--- src/rtl/bswg_pkg.sv ---
// shared types, constants and tables of the beam steering weight generator
// no dependencies
`timescale 1ns / 1ps
`default_nettype none

package bswg_pkg;

    localparam int DIM_W               = 7;
    localparam int CFG_IDX_W           = 8;
    localparam int OFF_W               = 32;
    localparam int EL_W                = 16;
    localparam int WGT_W               = 16;
    localparam int DEFAULT_MAX_PER_DIM = 64;
    localparam int DEFAULT_QUEUE_DEPTH = 4;
    localparam int CORDIC_STEPS        = 20;
    localparam int SQRT_STEPS          = 32;
    localparam int DIV_STEPS           = 31;
    localparam int AMP_DIV_STEPS       = 61;

    localparam logic [31:0]          GAIN_COMP = 32'd2608131496;
    localparam logic [DIM_W-1:0]     DIM_RESET = 7'd8;
    localparam logic [CFG_IDX_W-1:0] REG_DIM1  = 8'd0;
    localparam logic [CFG_IDX_W-1:0] REG_DIM2  = 8'd1;

    typedef enum logic [1:0] {
        AMP_IDLE,
        AMP_DIV,
        AMP_SQRT,
        AMP_MUL
    } amp_state_t;

    // normalized offset magnitudes plus element data, one queue entry
    typedef struct packed {
        logic [2:0][31:0]     mag;
        logic [2:0]           neg;
        logic                 zero;
        logic [2:0][EL_W-1:0] el;
        logic                 last;
    } item_t;

    // amplitude unit status toward the datapath
    typedef struct packed {
        logic        busy;
        logic [31:0] x0;
    } amp_t;

    // cordic arctangent table in 2^-32 turns
    function automatic logic [31:0] atan_turn(input int k);
        logic [31:0] v;
        unique case (k)
            0:       v = 32'd536870912;
            1:       v = 32'd316933406;
            2:       v = 32'd167458907;
            3:       v = 32'd85004756;
            4:       v = 32'd42667331;
            5:       v = 32'd21354465;
            6:       v = 32'd10679838;
            7:       v = 32'd5340245;
            8:       v = 32'd2670163;
            9:       v = 32'd1335087;
            10:      v = 32'd667544;
            11:      v = 32'd333772;
            12:      v = 32'd166886;
            13:      v = 32'd83443;
            14:      v = 32'd41722;
            15:      v = 32'd20861;
            16:      v = 32'd10430;
            17:      v = 32'd5215;
            18:      v = 32'd2608;
            19:      v = 32'd1304;
            default: v = 32'd0;
        endcase
        return v;
    endfunction

endpackage

`default_nettype wire

--- src/rtl/bswg_queue.sv ---
// short fifo between the front end and the datapath
// depends on bswg_pkg
`timescale 1ns / 1ps
`default_nettype none

module bswg_queue #(
    parameter int DEPTH = bswg_pkg::DEFAULT_QUEUE_DEPTH
) (
    input  logic            clk,
    input  logic            rst_n,
    input  logic            push_valid,
    output logic            push_ready,
    input  bswg_pkg::item_t push_data,
    output logic            pop_valid,
    input  logic            pop_ready,
    output bswg_pkg::item_t pop_data
);
    import bswg_pkg::*;

    localparam int AW = (DEPTH > 1) ? $clog2(DEPTH) : 1;
    localparam int CW = $clog2(DEPTH + 1);

    item_t         mem_reg [DEPTH];
    logic [AW-1:0] wr_ptr_reg;
    logic [AW-1:0] rd_ptr_reg;
    logic [CW-1:0] count_reg;
    logic          push;
    logic          pop;

    assign push_ready = (count_reg != CW'(DEPTH));
    assign pop_valid  = (count_reg != '0);
    assign pop_data   = mem_reg[rd_ptr_reg];
    assign push       = push_valid && push_ready;
    assign pop        = pop_valid && pop_ready;

    always_ff @(posedge clk or negedge rst_n)
    begin
        if (!rst_n)
        begin
            wr_ptr_reg <= '0;
            rd_ptr_reg <= '0;
            count_reg  <= '0;
        end
        else
        begin
            if (push)
            begin
                wr_ptr_reg <= (wr_ptr_reg == AW'(DEPTH - 1)) ? '0 : wr_ptr_reg + 1'b1;
            end
            if (pop)
            begin
                rd_ptr_reg <= (rd_ptr_reg == AW'(DEPTH - 1)) ? '0 : rd_ptr_reg + 1'b1;
            end
            if (push && !pop)
            begin
                count_reg <= count_reg + 1'b1;
            end
            else if (pop && !push)
            begin
                count_reg <= count_reg - 1'b1;
            end
        end
    end

    always_ff @(posedge clk)
    begin
        if (push)
        begin
            mem_reg[wr_ptr_reg] <= push_data;
        end
    end

endmodule

`default_nettype wire

--- config.mk ---
export PLATFORM = sky130hd
export DESIGN_NAME = bswg_queue
export DESIGN_NICKNAME = d
export VERILOG_FILES = /design/src/rtl/bswg_pkg.sv /design/src/rtl/bswg_queue.sv
export SDC_FILE = /design/constraint.sdc
export NUM_CORES = 1
export LEC_CHECK = 0
export BUFFER_PORTS_ARGS = -buffer_cell sky130_fd_sc_hd__buf_2
export CORE_AREA = 2 2 193 195
export CTS_CLUSTER_SIZE = 14
export DETAILED_ROUTE_END_ITERATION = 16
export DIE_AREA = 0 0 195 197
export GPL_ROUTABILITY_DRIVEN = 0
export PLACE_DENSITY = 0.84
export SYNTH_ARGS = -nofsm -noshare
export SYNTH_HDL_FRONTEND = slang
export SYNTH_SLANG_ARGS = --single-unit
--- constraint.sdc ---
create_clock -name clk -period 7.8 [get_ports clk]
set_input_delay 0.39 -clock clk [delete_from_list [all_inputs] [get_ports clk]]
set_output_delay 0.39 -clock clk [all_outputs]
set_load 0.1 [all_outputs]
### After elaboration in Yosys (flattened, before gate mapping)

Memories as Yosys holds them, arrays and structs flattened.
Cells that the tools add are included.

| storage, ports and cells | value |
|---|---|
| RAM bits | 596 |
| register bits after elaboration | 7 |
| input port bits | 153 |
| memories | 1 |

Memories:

| name | words | bits a word | read ports | clocked after Yosys merged registers in | wr ports | RTL line | text |
|---|---|---|---|---|---|---|---|
| mem_reg | 4 | 149 | 1 | 0 | 1 | bswg_queue.sv:23 | `item_t mem_reg [DEPTH];` |

| cells by class | value |
|---|---|
| multiplexer cells | 6 |
| reduce and logical (&&, ||, !) cells | 8 |
| eq/ne operators | 3 |
| $add $sub $neg | 4 |

Operators by type and width:

| operator | count |
|---|---|
| $mux 3 | 2 |
| $add 2x1->2 const B | 2 |
| $eq 2x2->1 const B | 2 |
| $logic_and 1x1->1 | 4 |
| $mux 2 | 2 |
| $add 3x1->3 const B | 1 |
| $ne 3x3->1 const B | 1 |
| $reduce_bool 3->1 | 1 |
| $sub 3x1->3 const B | 1 |
| $logic_not 1->1 | 2 |
| $mux 1 | 2 |
| $reduce_bool 2->1 | 1 |

### Depth between registers and ports, before layout

| depth | value |
|---|---|
| depth in word-level cells | 6 |
| mapped depth | 8 |
| mapped depth without buffers | 8 |

### Least setup slack after synthesis

No wires, ideal clock.

| timing path | value |
|---|---|
| path type | register to register |
| from | register count_reg[2] |
| to | memory mem_reg[0][0] (netlist bit), enable pin |
| arrival time | 2.765 ns |
| setup slack | 4.593 ns |
| clock period less this slack | 3.207 ns |
| library setup time | 0.443 ns |
| required time | 7.357 ns |
| cell stages (with the launch flop) | 3 |
| buffers on the path | 0 |
| path through | dfrtp_1 or3b_4 and3_2 |

| on the way | value |
|---|---|
| word-level cells in the longest chain between the ends | 4 |

RTL lines:

| item | RTL line | text |
|---|---|---|
| from (decl) | bswg_queue.sv:26 | `logic [CW-1:0] count_reg;` |
| from (signal assigned) | bswg_queue.sv:56 | `count_reg <= count_reg + 1'b1;` |
| from (signal assigned) | bswg_queue.sv:60 | `count_reg <= count_reg - 1'b1;` |
| $ne 3x3->1 | bswg_queue.sv:30 | `assign push_ready = (count_reg != CW'(DEPTH));` |
| net push_ready | bswg_queue.sv:12 | `output logic push_ready,` |
| $logic_and 1x1->1 | bswg_queue.sv:33 | `assign push = push_valid && push_ready;` |
| $mux 1 | bswg_queue.sv:67 | `if (push)` |
| $mux 1 (not written as such) | bswg_queue.sv:69 | `mem_reg[wr_ptr_reg] <= push_data;` |
| to (decl) | bswg_queue.sv:23 |  |

The timed path passes the listed nets, and every way through them passes these cells.

==> flow_summary.toml <==
[synth]
yosys_most_used_dff = "edfxtp_1"
synth.most_common_cell = "edfxtp_1"
avgSynthCellArea_um2 = 26.9
ys_top_cells_by_count = "596 x edfxtp_1, 149 x mux4_2, 18 x buf_2, 10 x buf_6, 7 x dfrtp_1"
synth_top_cells_by_area = "edfxtp_1 82%, mux4_2 15%, dfrtp_1 0.80%, buf_6 0.51%, buf_2 0.41%"
synth_cells = 815
yosysSeqAreaShare = 0.824
netlist.area_leader.share = 0.816
synth_cell_types = 19
ys_ff_latch = 603
syn_nets = 975
syn_area_um2 = 21900
synth_top_cell_by_area = "edfxtp_1"
synth_enable_flop_cells = 596
synth-async-reset-ratio = 0.0116
ys_warn_count = 0

[critical_path]
critical_path_depth = 3
reg2reg_depth = 4
worstSetupPathType = "register to primary output"
worstSetupEndpointType = "primary output"
critPathMaxStageDelay_ns = 1.00
crit_fanout = 47
cp.required_ns = 7.41
worstPathArrival_ns = 3.51
rr_endpoint = "mem_reg[2][24]"
r2r_slack_ns = 5.35
critical_path.cell_chain = "buf_4, mux4_2, buf_2"
start_kind = "register"
reg2reg_from = "wr_ptr_reg[0]"
crit_family = "buffers and inverters"
slowest_stage = "dfrtp_4"
crit_buf_inv = 2

[drt]
ant_nets = 0
firstDrtPassIters = 4
routedWlPerCell_um = 26.2
first_iter_violations = 891
wl_um = 47400
avgViaCountPerCell = 5.87
vias = 10600
drcViolationCount = 0

[die]
dieWidth_um = 195
coreArea_um2 = 36300
io_pins = 304
start_util = 0.605
die_height_um = 197
num_rows = 70
die_area_um2 = 38400

[sta]
setup_ws_ns = 3.90
hold_viol = 0
skew_ns = 0.0291
period_share = 0.500
setup_viol = 0
setup_tns_ns = 0
worst_slew_pin_slew_ns = 1.08
fmax_mhz = 257
period_needed_ns = 3.90
max-slew-margin-rel = 0.278
slew_violations = 0
rsz0062_at_grt = "false"

[placement]
dpl.hpwl_um = 24900
pre_cts_ws_ns = 4.45
dp_cells = 1564
port_buffers = 303

[global_routing]
grt_pass1_wl_um = 70300
antenna_found_initial = 4
grt_usage = 0.251
grt_pass1_vias = 11500
grt_max_degree = 72
grt-ovfl-total = 0

[cts]
clkTransAtPathRegs_ns = 0.06
clock_latency_ns = 0.61
clock_sinks = 603
cts-root-buf = "clkbuf_16"
cts_tree = "done"
cts_htree_levels = 2
clk_path_buf_depth = 3
cts_buffers = 56

[job]
max_cap_violations = 0

[final_layout]
finalNonFillerCells = 1813
layout.nets = 1455
drive_gt1_frac = 0.410
area_growth_pct = 23.4
largest_reg_flops = 596

[status]
status = "finished clean"

[hold_path]
holdCritPathClass = "input port to register"
min_from = "push_data[63]"
min_to = "mem_reg[0][63]"
hold_depth = 1
==> worst max path at each step <==
| stage | startpoint | end | slack (ns) |
|---|---|---|---|
| finish | rd_ptr_reg[0] | pop_data[97] | 3.90 |
| global route | rd_ptr_reg[0] | pop_data[57] | 3.63 |
| CTS | rd_ptr_reg[0] | pop_data[41] | 3.80 |
| detailed placement | rd_ptr_reg[0] | pop_data[41] | 4.45 |
| global placement | rd_ptr_reg[0] | pop_data[55] | 4.47 |
| floorplan | count_reg[2] | mem_reg[0][0] | 4.59 |
==> cells in the final DEF (no fill, tap or decap), types with 2 or more instances in the layout <==
| cell type | instances |
|---|---|
| nor2_1 | 3 |
| buf_4 | 11 |
| mux4_2 | 149 |
| buf_2 | 303 |
| xor2_1 | 2 |
| bufinv_16 | 2 |
| dfrtp_4 | 2 |
| clkinv_2 | 11 |
| clkinv_1 | 12 |
| and3_4 | 4 |
| inv_1 | 3 |
| mux2_2 | 3 |
| diode_2 | 5 |
| mux2_4 | 2 |
| edfxtp_1 | 596 |
| clkbuf_16 | 58 |
| dfrtp_1 | 5 |
| ha_1 | 6 |
| dlygate4sd3_1 | 141 |
| clkbuf_1 | 19 |
==> metrics by stage <==
| stage | cell area [um2] | util | hold slack [ns] |
|---|---|---|---|
| floorplan | 21900 | - | 0.0944 |
| global placement | 23900 | 0.660 | 0.232 |
| detailed placement | 23900 | 0.660 | 0.235 |
| CTS | 27000 | 0.746 | 0.0000154 |
| global route | 27000 | 0.746 | 0.00748 |
| finish | 27000 | 0.746 | 0.0335 |
==> routing by layer <==
layer	routed length, um	global-route usage	vias to the layer above
li1	-	-	4520
met1	16900	0.312	5577
met2	25700	0.442	467
met3	3530	0.0566	81
met4	1300	0.0896	0
met5	0	0	-
==> final cells by class <==
class	count	area, um2
antenna	5	12.5
clock buffer	77	1520
clock inverter	26	176
fill	1918	9210
inverter	3	11.3
multi-input combinational	175	3630
sequential	603	18100
tap	468	586
timing repair buffer	456	3030
==> cells by family after synthesis <==
group	count (synthesis)	synth area share
flops	603	0.824
simple gates	11	0.00331
fa+ha+maj	7	0.00434
mux	154	0.156
xor+xnor	3	0.00120
buf+inv	37	0.0108
==> timing repair <==
item | CTS | global route
hold endpoints to repair | 559 | 0
hold buffers | 141 | 0
buffers inserted | 0 | 0
gates resized for setup | 0 | 0
Power is left out: the tool's default activity adds up to more than one toggle a clock period on the data nets, which glitch-free logic cannot reach.
