$ cat config.mk
export PLATFORM = sky130hd
export DESIGN_NAME = bswg_amp_flat
export DESIGN_NICKNAME = d
export VERILOG_FILES = /design/src/rtl/bswg_pkg.sv /design/src/rtl/bswg_ifs.sv /design/src/rtl/bswg_amp.sv /design/src/flat_wrapper.sv
export SDC_FILE = /design/constraint.sdc
export NUM_CORES = 2
export LEC_CHECK = 0
export BUFFER_PORTS_ARGS = -buffer_cell sky130_fd_sc_hd__buf_4
export CORE_MARGIN = 2
export CORE_UTILIZATION = 65
export CTS_BUF_LIST = sky130_fd_sc_hd__clkbuf_4 sky130_fd_sc_hd__clkbuf_8
export CTS_CLUSTER_DIAMETER = 120
export DETAILED_ROUTE_END_ITERATION = 6
export HOLD_SLACK_MARGIN = 0.06
export PLACE_DENSITY = 0.82
export SETUP_SLACK_MARGIN = 0.02
export SYNTH_ARGS = -nofsm -noshare
export SYNTH_HDL_FRONTEND = slang
export SYNTH_SLANG_ARGS = --single-unit
export TNS_END_PERCENT = 100
$ cat constraint.sdc
create_clock -name clk -period 32.2 [get_ports clk]
set_input_delay 3.22 -clock clk [delete_from_list [all_inputs] [get_ports clk]]
set_output_delay 3.22 -clock clk [all_outputs]
set_load 0.01 [all_outputs]
$ cat src/rtl/bswg_pkg.sv
// shared types, constants and tables of the beam steering weight generator
// no dependencies
`timescale 1ns / 1ps
`default_nettype none

package bswg_pkg;

    localparam int DIM_W               = 7;
    localparam int CFG_IDX_W           = 8;
    localparam int OFF_W               = 32;
    localparam int EL_W                = 16;
    localparam int WGT_W               = 16;
    localparam int DEFAULT_MAX_PER_DIM = 64;
    localparam int DEFAULT_QUEUE_DEPTH = 4;
    localparam int CORDIC_STEPS        = 20;
    localparam int SQRT_STEPS          = 32;
    localparam int DIV_STEPS           = 31;
    localparam int AMP_DIV_STEPS       = 61;

    localparam logic [31:0]          GAIN_COMP = 32'd2608131496;
    localparam logic [DIM_W-1:0]     DIM_RESET = 7'd8;
    localparam logic [CFG_IDX_W-1:0] REG_DIM1  = 8'd0;
    localparam logic [CFG_IDX_W-1:0] REG_DIM2  = 8'd1;

    typedef enum logic [1:0] {
        AMP_IDLE,
        AMP_DIV,
        AMP_SQRT,
        AMP_MUL
    } amp_state_t;

    // normalized offset magnitudes plus element data, one queue entry
    typedef struct packed {
        logic [2:0][31:0]     mag;
        logic [2:0]           neg;
        logic                 zero;
        logic [2:0][EL_W-1:0] el;
        logic                 last;
    } item_t;

    // amplitude unit status toward the datapath
    typedef struct packed {
        logic        busy;
        logic [31:0] x0;
    } amp_t;

    // cordic arctangent table in 2^-32 turns
    function automatic logic [31:0] atan_turn(input int k);
        logic [31:0] v;
        unique case (k)
            0:       v = 32'd536870912;
            1:       v = 32'd316933406;
            2:       v = 32'd167458907;
            3:       v = 32'd85004756;
            4:       v = 32'd42667331;
            5:       v = 32'd21354465;
            6:       v = 32'd10679838;
            7:       v = 32'd5340245;
            8:       v = 32'd2670163;
            9:       v = 32'd1335087;
            10:      v = 32'd667544;
            11:      v = 32'd333772;
            12:      v = 32'd166886;
            13:      v = 32'd83443;
            14:      v = 32'd41722;
            15:      v = 32'd20861;
            16:      v = 32'd10430;
            17:      v = 32'd5215;
            18:      v = 32'd2608;
            19:      v = 32'd1304;
            default: v = 32'd0;
        endcase
        return v;
    endfunction

endpackage

`default_nettype wire

$ cat src/rtl/bswg_ifs.sv
// channel interfaces: input item, output weight and register write
// depends on bswg_pkg
`timescale 1ns / 1ps
`default_nettype none


interface bswg_cfg_if;
    import bswg_pkg::*;
    logic                 valid;
    logic                 ready;
    logic [CFG_IDX_W-1:0] index;
    logic [DIM_W-1:0]     data;

    modport source (output valid, index, data, input ready);
    modport sink (input valid, index, data, output ready);
endinterface

`default_nettype wire

$ cat src/rtl/bswg_amp.sv
// register file and amplitude sequencer: 2^60 / n, square root, gain scaling
// depends on bswg_pkg and bswg_cfg_if
`timescale 1ns / 1ps
`default_nettype none

module bswg_amp #(
    parameter int MAX_PER_DIM = bswg_pkg::DEFAULT_MAX_PER_DIM
) (
    input  logic           clk,
    input  logic           rst_n,
    bswg_cfg_if.sink       cfg,
    output bswg_pkg::amp_t amp
);
    import bswg_pkg::*;

    localparam int NW = 2 * DIM_W;

    amp_state_t       state_reg;
    amp_state_t       state_next;
    logic [DIM_W-1:0] dim1_reg;
    logic [DIM_W-1:0] dim2_reg;
    logic [5:0]       cnt_reg;
    logic [5:0]       cnt_next;
    logic [NW-1:0]    rem_reg;
    logic [NW-1:0]    rem_next;
    logic [59:0]      quo_reg;
    logic [59:0]      quo_next;
    logic [63:0]      sn_reg;
    logic [63:0]      sn_next;
    logic [63:0]      sr_reg;
    logic [63:0]      sr_next;
    logic [31:0]      x_reg;
    logic [31:0]      x_next;
    logic             wr;
    logic             start;
    logic             last_div;
    logic             last_sqrt;
    logic [NW-1:0]    n;
    logic [NW:0]      shifted;
    logic             qbit;
    logic [63:0]      bitv;
    logic [63:0]      prod;

    function automatic logic [DIM_W-1:0] clamp_dim(input logic [DIM_W-1:0] d);
        if (d == '0)
        begin
            return DIM_W'(1);
        end
        if (int'(d) > MAX_PER_DIM)
        begin
            return DIM_W'(MAX_PER_DIM);
        end
        return d;
    endfunction

    assign cfg.ready = 1'b1;
    assign wr        = cfg.valid && cfg.ready;
    assign start     = wr && (cfg.index == REG_DIM1 || cfg.index == REG_DIM2);
    assign last_div  = (cnt_reg == 6'(AMP_DIV_STEPS - 1));
    assign last_sqrt = (cnt_reg == 6'(SQRT_STEPS - 1));
    assign amp.busy  = (state_reg != AMP_IDLE);
    assign amp.x0    = x_reg;

    always_comb
    begin
        n       = NW'(clamp_dim(dim1_reg)) * NW'(clamp_dim(dim2_reg));
        shifted = {rem_reg, (cnt_reg == 6'd0)};
        qbit    = (shifted >= {1'b0, n});
        bitv    = 64'd1 << (7'd62 - {cnt_reg, 1'b0});
        prod    = {32'd0, sr_reg[31:0]} * {32'd0, GAIN_COMP};
    end

    always_comb
    begin
        state_next = state_reg;
        unique case (state_reg)
            AMP_IDLE: state_next = AMP_IDLE;
            AMP_DIV:
            begin
                if (last_div)
                begin
                    state_next = AMP_SQRT;
                end
            end
            AMP_SQRT:
            begin
                if (last_sqrt)
                begin
                    state_next = AMP_MUL;
                end
            end
            AMP_MUL:  state_next = AMP_IDLE;
            default:  state_next = AMP_IDLE;
        endcase
        if (start)
        begin
            state_next = AMP_DIV;
        end
    end

    always_comb
    begin
        cnt_next = cnt_reg;
        rem_next = rem_reg;
        quo_next = quo_reg;
        sn_next  = sn_reg;
        sr_next  = sr_reg;
        x_next   = x_reg;
        unique case (state_reg)
            AMP_IDLE: cnt_next = cnt_reg;
            AMP_DIV:
            begin
                cnt_next = last_div ? 6'd0 : cnt_reg + 1'b1;
                rem_next = qbit ? NW'(shifted - {1'b0, n}) : NW'(shifted);
                quo_next = {quo_reg[58:0], qbit};
                if (last_div)
                begin
                    sn_next = {3'd0, quo_reg, qbit};
                    sr_next = '0;
                end
            end
            AMP_SQRT:
            begin
                cnt_next = cnt_reg + 1'b1;
                if (sn_reg >= sr_reg + bitv)
                begin
                    sn_next = sn_reg - (sr_reg + bitv);
                    sr_next = (sr_reg >> 1) + bitv;
                end
                else
                begin
                    sr_next = sr_reg >> 1;
                end
            end
            AMP_MUL:  x_next = 32'((prod + 64'h8000_0000) >> 32);
            default:  cnt_next = cnt_reg;
        endcase
        if (start)
        begin
            cnt_next = '0;
            rem_next = '0;
        end
    end

    always_ff @(posedge clk or negedge rst_n)
    begin
        if (!rst_n)
        begin
            state_reg <= AMP_DIV;
            cnt_reg   <= '0;
            rem_reg   <= '0;
            dim1_reg  <= DIM_RESET;
            dim2_reg  <= DIM_RESET;
        end
        else
        begin
            state_reg <= state_next;
            cnt_reg   <= cnt_next;
            rem_reg   <= rem_next;
            if (wr && cfg.index == REG_DIM1)
            begin
                dim1_reg <= cfg.data;
            end
            if (wr && cfg.index == REG_DIM2)
            begin
                dim2_reg <= cfg.data;
            end
        end
    end

    always_ff @(posedge clk)
    begin
        quo_reg <= quo_next;
        sn_reg  <= sn_next;
        sr_reg  <= sr_next;
        x_reg   <= x_next;
    end

endmodule

`default_nettype wire

$ cat src/flat_wrapper.sv
// flat-port wrapper written by rule: the top's interface ports become plain ports
module bswg_amp_flat import bswg_pkg::*;
#(
    parameter int MAX_PER_DIM = bswg_pkg::DEFAULT_MAX_PER_DIM
)
  (clk, rst_n, amp, cfg_valid, cfg_index, cfg_data, cfg_ready);
  bswg_cfg_if cfg_i ();
  input  logic clk;
  input  logic rst_n;
  output bswg_pkg::amp_t amp;
  input wire logic [$bits(cfg_i.valid)-1:0] cfg_valid;
  input wire logic [$bits(cfg_i.index)-1:0] cfg_index;
  input wire logic [$bits(cfg_i.data)-1:0] cfg_data;
  output wire logic [$bits(cfg_i.ready)-1:0] cfg_ready;
  assign cfg_i.valid = cfg_valid;
  assign cfg_i.index = cfg_index;
  assign cfg_i.data = cfg_data;
  assign cfg_ready = cfg_i.ready;
  bswg_amp #(.MAX_PER_DIM(MAX_PER_DIM)) u_core (.clk(clk), .rst_n(rst_n), .cfg(cfg_i), .amp(amp));
endmodule
### After elaboration in Yosys (flattened, before gate mapping)

Cells that the tools add are included.

| word-level totals | value |
|---|---|
| bits of input ports | 18 |
| register bits after elaboration | 256 |
| word-level logic and storage cells | 80 |
| output and inout bits | 34 |

| operators by class | value |
|---|---|
| shift operators | 1 |
| $add $sub $neg | 7 |
| multiply operators | 2 |
| $lt $le $gt $ge | 4 |
| equality and inequality tests | 10 |
| reductions and logical operators | 17 |
| mux-type cells | 30 |

Operators with widths:

| kind | count |
|---|---|
| $mux 64 | 4 |
| $pmux 64 s2 | 2 |
| $add 63x64->64 | 1 |
| $add 64x32->64 const B | 1 |
| $add 64x64->64 | 1 |
| $ge 64x64->1 | 1 |
| $shl 1x7->64 const A | 1 |
| $sub 64x64->64 | 1 |
| $mul 32x29->61 const B | 1 |
| $mux 7 | 8 |
| $mux 14 | 3 |
| $ge 15x14->1 | 1 |
| $gt 7x7->1 const B | 2 |
| $logic_not 7->1 | 2 |
| $mul 7x7->14 | 1 |
| $sub 14x14->14 | 1 |
| $mux 6 | 2 |
| $pmux 6 s2 | 1 |
| $eq 8x1->1 const B | 1 |
| $logic_not 8->1 | 1 |
| $sub 6x7->7 const A | 1 |
| $add 6x1->6 const B | 1 |
| $eq 6x5->1 const B | 1 |
| $eq 6x6->1 const B | 1 |
| 16 further kinds | 31 |

### Longest topological paths before layout

| logic depth | value |
|---|---|
| depth after elaboration | 10 |
| depth in mapped cells | 36 |
| depth with buffers taken out | 33 |

### Worst setup path after synthesis

Ideal clock, no wire load.

| path | value |
|---|---|
| path type | reg-to-reg |
| start point | reg u_core.cnt_reg[4] |
| end point | reg u_core.sn_reg[0] (enable) |
| clock period less this slack | 10,948 ps |
| buffers on the path | 5 |
| cell stages (with the launch flop) | 29 |
| data required time | 31,619 ps |
| slack | 21,252 ps |
| data arrival time | 10,367 ps |
| library setup time | 581 ps |
| path through | dfrtp_1 clkbuf_1 nand2_1 or2_2 clkbuf_1 nor2_1 ha_1 a31o_2 a31oi_1 o21bai_1 a21o_1 a31o_2 a31oi_1 o21bai_1 a31oi_1 o21ai_0 xnor2_1 ha_1 clkbuf_1 nand3_1 or3b_2 nand2_1 a31oi_1 o31a_1 nor3_1 nor2_1 clkbuf_1 clkbuf_1 a211oi_1 |

| between the ends | value |
|---|---|
| word-level cells in the longest chain between the ends | 6 |
| elaborated cells between the ends (all ways) | 8 |
| classes of those cells | add/sub (2); order compare (1); eq/ne (3); shift (1); reduce/logical (1) |

RTL lines:

| item | RTL line | text |
|---|---|---|
| from (decl) | bswg_amp.sv:22 | `logic [5:0] cnt_reg;` |
| from (signal assigned) | bswg_amp.sv:158 | `cnt_reg <= cnt_next;` |
| $sub 6x7->7 | bswg_amp.sv:69 | `bitv = 64'd1 << (7'd62 - {cnt_reg, 1'b0});` |
| $shl 1x7->64 | bswg_amp.sv:69 |  |
| $add 64x64->64 | bswg_amp.sv:125 | `if (sn_reg >= sr_reg + bitv)` |
| $ge 64x64->1 | bswg_amp.sv:125 |  |
| $ne 2x1->1 (no source line) | -- |  |
| $reduce_and 3->1 (no source line) (*) | -- |  |
| to (signal assigned) | bswg_amp.sv:174 | `sn_reg <= sn_next;` |
| to (decl) | bswg_amp.sv:28 | `logic [63:0] sn_reg;` |

Every way passes the cells marked *; elsewhere a longest branch is shown, timed or not.
A chain may end at the register's enable or synchronous reset.

### Final worst setup path

| path | value |
|---|---|
| start point | reg u_core.sr_reg[9] |
| end point | reg u_core.x_reg[31] (data pin) |

| between the ends | value |
|---|---|
| word-level cells in the longest chain between the ends | 2 |

RTL lines:

| item | RTL line | text |
|---|---|---|
| from (decl) | bswg_amp.sv:30 | `logic [63:0] sr_reg;` |
| from (signal assigned) | bswg_amp.sv:175 | `sr_reg <= sr_next;` |
| $mul 32x29->61 | bswg_amp.sv:70 | `prod = {32'd0, sr_reg[31:0]} * {32'd0, GAIN_COMP};` |
| $add 64x32->64 | bswg_amp.sv:135 | `AMP_MUL: x_next = 32'((prod + 64'h8000_0000) >> 32);` |
| to (signal assigned) | bswg_amp.sv:176 | `x_reg <= x_next;` |
| to (decl) | bswg_amp.sv:32 | `logic [31:0] x_reg;` |

No other way between the ends.

==> impl_results.md <==
* Arr. time, crit path at 9720 ps
* Layout cells sized above 1 at slightly below 7%
* Async set-or-reset flop fraction in the synthesized netlist at between 10% and 20%
* Vias post-DR at between 30000 and 40000
* Nets at 5108
* I/O Pins at 52
* CP startpoint kind: flip-flop
* Post-synth EDFFs at between 200 and 250
* Drt drc at 0
* Worst Setup End Kind: flip-flop
* Number of global-route vias before repair at 29900
* Clock sink total at around 260
* H-tree depth at 2
* Starting Density at roughly two thirds
* Placed inst area at between 40000 and 50000 sq um
* Antenna Nets Post-Route at 0
* Gr ovfl total at 0
* Hold WC Path Type: reg -> reg
* Initial detailed-routing violation count at approximately 2700
* Syn-to-layout area delta at 5.30%
* First-pass GRT wire length at between 150000 and 200000 um
* Yosys reg bits at between 200 and 300
* Crit Path Category: reg -> reg
* RSZ-0062 raised after global routing: no
* Syn nets at a little over 5000
* Crit path launch: u_core.sr_reg[9]$_SDFFCE_PN0P_
* Crit path required time at 32580 ps
* Largest net degree at the start of global routing at 89
* Fin crit share at between 20% and 30%
* Setup TNS at 0 ps
* Initial antenna violation count at 1
* Clk root buf: clkbuf_8
* Die Area at 62400 sq um
* Area contributors post-synth: fa_1 25%, ha_1 17%, edfxtp_1 17%
* Status: finished, final reports clean
* Gr usage total at between 30 and 40%
* Synth Flop Type: edfxtp_1
* Setup Viol. Count Final at 0
* Max Clock Freq at approximately 110 MHz
* Core ar. at approximately 60000 sq um
* Setup Fix Bufs, Post-CTS at 0
* Clk_skew at roughly 53 ps
* Slew headroom at 22.6%
* Worst Tran Pin Value at ~1200 ps
* Resized Gates After CTS at 0
* DR WL/cell at between 20 and 25 um
* Pins Over Slew Limit at 0
* Vias per cell at around 6.1
* FF-to-FF Start: u_core.sr_reg[9]$_SDFFCE_PN0P_
* Min Clock Period, post-route at 9340 ps
* Worst skew pair latency at 680 ps
* Mapped Area at about 39000 sq um
* Sequential fraction of the synthesis area at a little under a fifth
* Area leader, netlist: fa_1
* CTS buffer count at 47
* Final RePlAce weighted congestion at ~1.0
* Vert. Die Dim at roughly 250 um
* Synth warn at 0
* CTS max path bufs at 3
* Crit path max-delay cell type: edfxtp_1
* Synth Instances at 4052
* FILL cells at approximately 4600
* DP HPWL at ~84000 um
* Final Hold Fails at 0
* Hold Path Origin: u_core.quo_reg[27]$_DFFE_PN_
* Non-Filler Instances at 4886
* Syn Area/Cell at approximately 9.7 sq um
* Std-Cell Rows at 90
* Cts hold-fix bufs at 0
* Number of distinct library cells after synthesis at 94
* Most used cell, CP: fa_1
* TritonCTS clock tree: done
* Post-synth top area share at about a quarter
* CP max stage delay at 650 ps
* Max-Cap Viols at 0
* Crit-path max FO at 11
* Initial DRT Pass Iterations at 6
* FF-to-FF setup slack at roughly 23000 ps
* Cell count after placement at about 4800
* Reg clk slew, reported paths at 70 ps
* Die width at roughly 250 um
* PortBufs at 50
* Final wirelength at 102000 um
* Post-route design area at between 40000 and 50000 sq um
-- cells by family (layout without fill, tap and decap cells) --
family	Yosys count	in the layout	synth area share (%)
flip-flops	256	256	19.1
other	1	2	0.00955
AND/OR/NAND/NOR	865	865	10.7
AO/OA/AOI/OAI	769	769	12.8
adder cells (fa/ha/maj)	1024	1024	41.8
XOR/XNOR	251	251	5.70
multiplexers	73	73	2.06
buffers and inverters	813	864	7.84
-- layout make-up --
type	instances	area (sq um)	area share, %
sequential	256	7510	18.2
tap	782	978	2.37
multi-input combinational	2983	28700	69.5
inverter	715	2680	6.49
antenna	1	2.50	0.00605
clock buffer	53	692	1.67
clock inverter	33	288	0.696
timing repair buffer	63	473	1.14
-- cells in the mapped netlist (9+ instances only) --
master    number
inv_1        714
ha_1         543
fa_1         481
nand2_1      251
nor2_1       248
edfxtp_1     220
a21oi_1      192
o21ai_0      135
xnor2_1      126
xor2_1       121
a21o_1       116
clkbuf_1      82
a31oi_1       80
mux2_2        64
a211oi_1      55
nand3_1       54
nand4_1       51
nor2b_1       48
nor3_1        45
o21bai_1      34
dfrtp_1       33
and2_1        29
and3_1        25
nand2b_1      24
o211ai_1      15
o21a_1        15
or3_1         15
or2_2         14
a31o_2        13
buf_2         13
nor4_1        13
o31ai_1       13
o21ai_1       11
and4_1         9
mux2i_1        9
-- cells in the final DEF, fill, tap and decap left out, drive strengths merged, types with 9 or more instances in the layout --
cell type  instances
nor2             248
nand2            251
a21boi            11
nand3             54
clkinv            25
nand4             54
a31oi             80
xnor2            130
and3              25
or3               15
ha               543
buf               63
dfrtp             33
o21a              15
and4               9
or4                9
o21ai            146
or2               15
nor3              46
clkbuf            53
inv              717
a21oi            192
a31o              13
a211oi            57
a21o             117
mux2              64
o211ai            16
nor4              16
o31ai             13
mux2i              9
o21bai            34
fa               481
and2              29
nand2b            24
xor2             121
edfxtp           220
nor2b             48
-- worst paths after layout --
check	endpoint	depth (start not counted)
setup / recovery	u_core.x_reg[31]$_DFFE_PN_	26
hold / removal	u_core.quo_reg[28]$_DFFE_PN_	0
setup reg to reg	u_core.x_reg[31]$_DFFE_PN_	26
hold reg to reg	u_core.quo_reg[28]$_DFFE_PN_	0
max in group asynchronous	u_core.state_reg[0]$_DFFE_PN1P_	1
min in group asynchronous	u_core.rem_reg[9]$_DFFE_PN0P_	1
-- worst max-delay path: cells and delay by family, from the launching register on --
| kind | cells | cell delay (ps) |
|---|---|---|
| xor gates and xnor gates | 2 | 440 |
| and+or+nand+nor | 7 | 2270 |
| buffers and inverters | 4 | 550 |
| DFF | 1 | 650 |
| muxes | 1 | 230 |
| adders and majority gates | 9 | 4440 |
| AOI/OAI and AO/OA | 3 | 450 |
-- layer usage --
metal	routed length, um	up-vias	global-route usage, %
met3	10100	241	7.43
li1	-	13800	-
met2	45000	1438	50.5
met4	4230	2	12.3
met5	77	-	0.927
met1	42600	14600	47.1
-- stage by stage --
| step | hold slack, ps | util (%) | setup WS [ps] |
|---|---|---|---|
| floorplan | 422 | - | 21250 |
| global placement | 427 | 67.3 | 23070 |
| detailed placement | 431 | 67.3 | 23000 |
| CTS | 446 | 68.9 | 22910 |
| global route | 458 | 68.9 | 22430 |
| finish | 442 | 68.9 | 22860 |
Power is left out: the tool's default activity adds up to more than one toggle a clock period on the data nets, which glitch-free logic cannot reach.
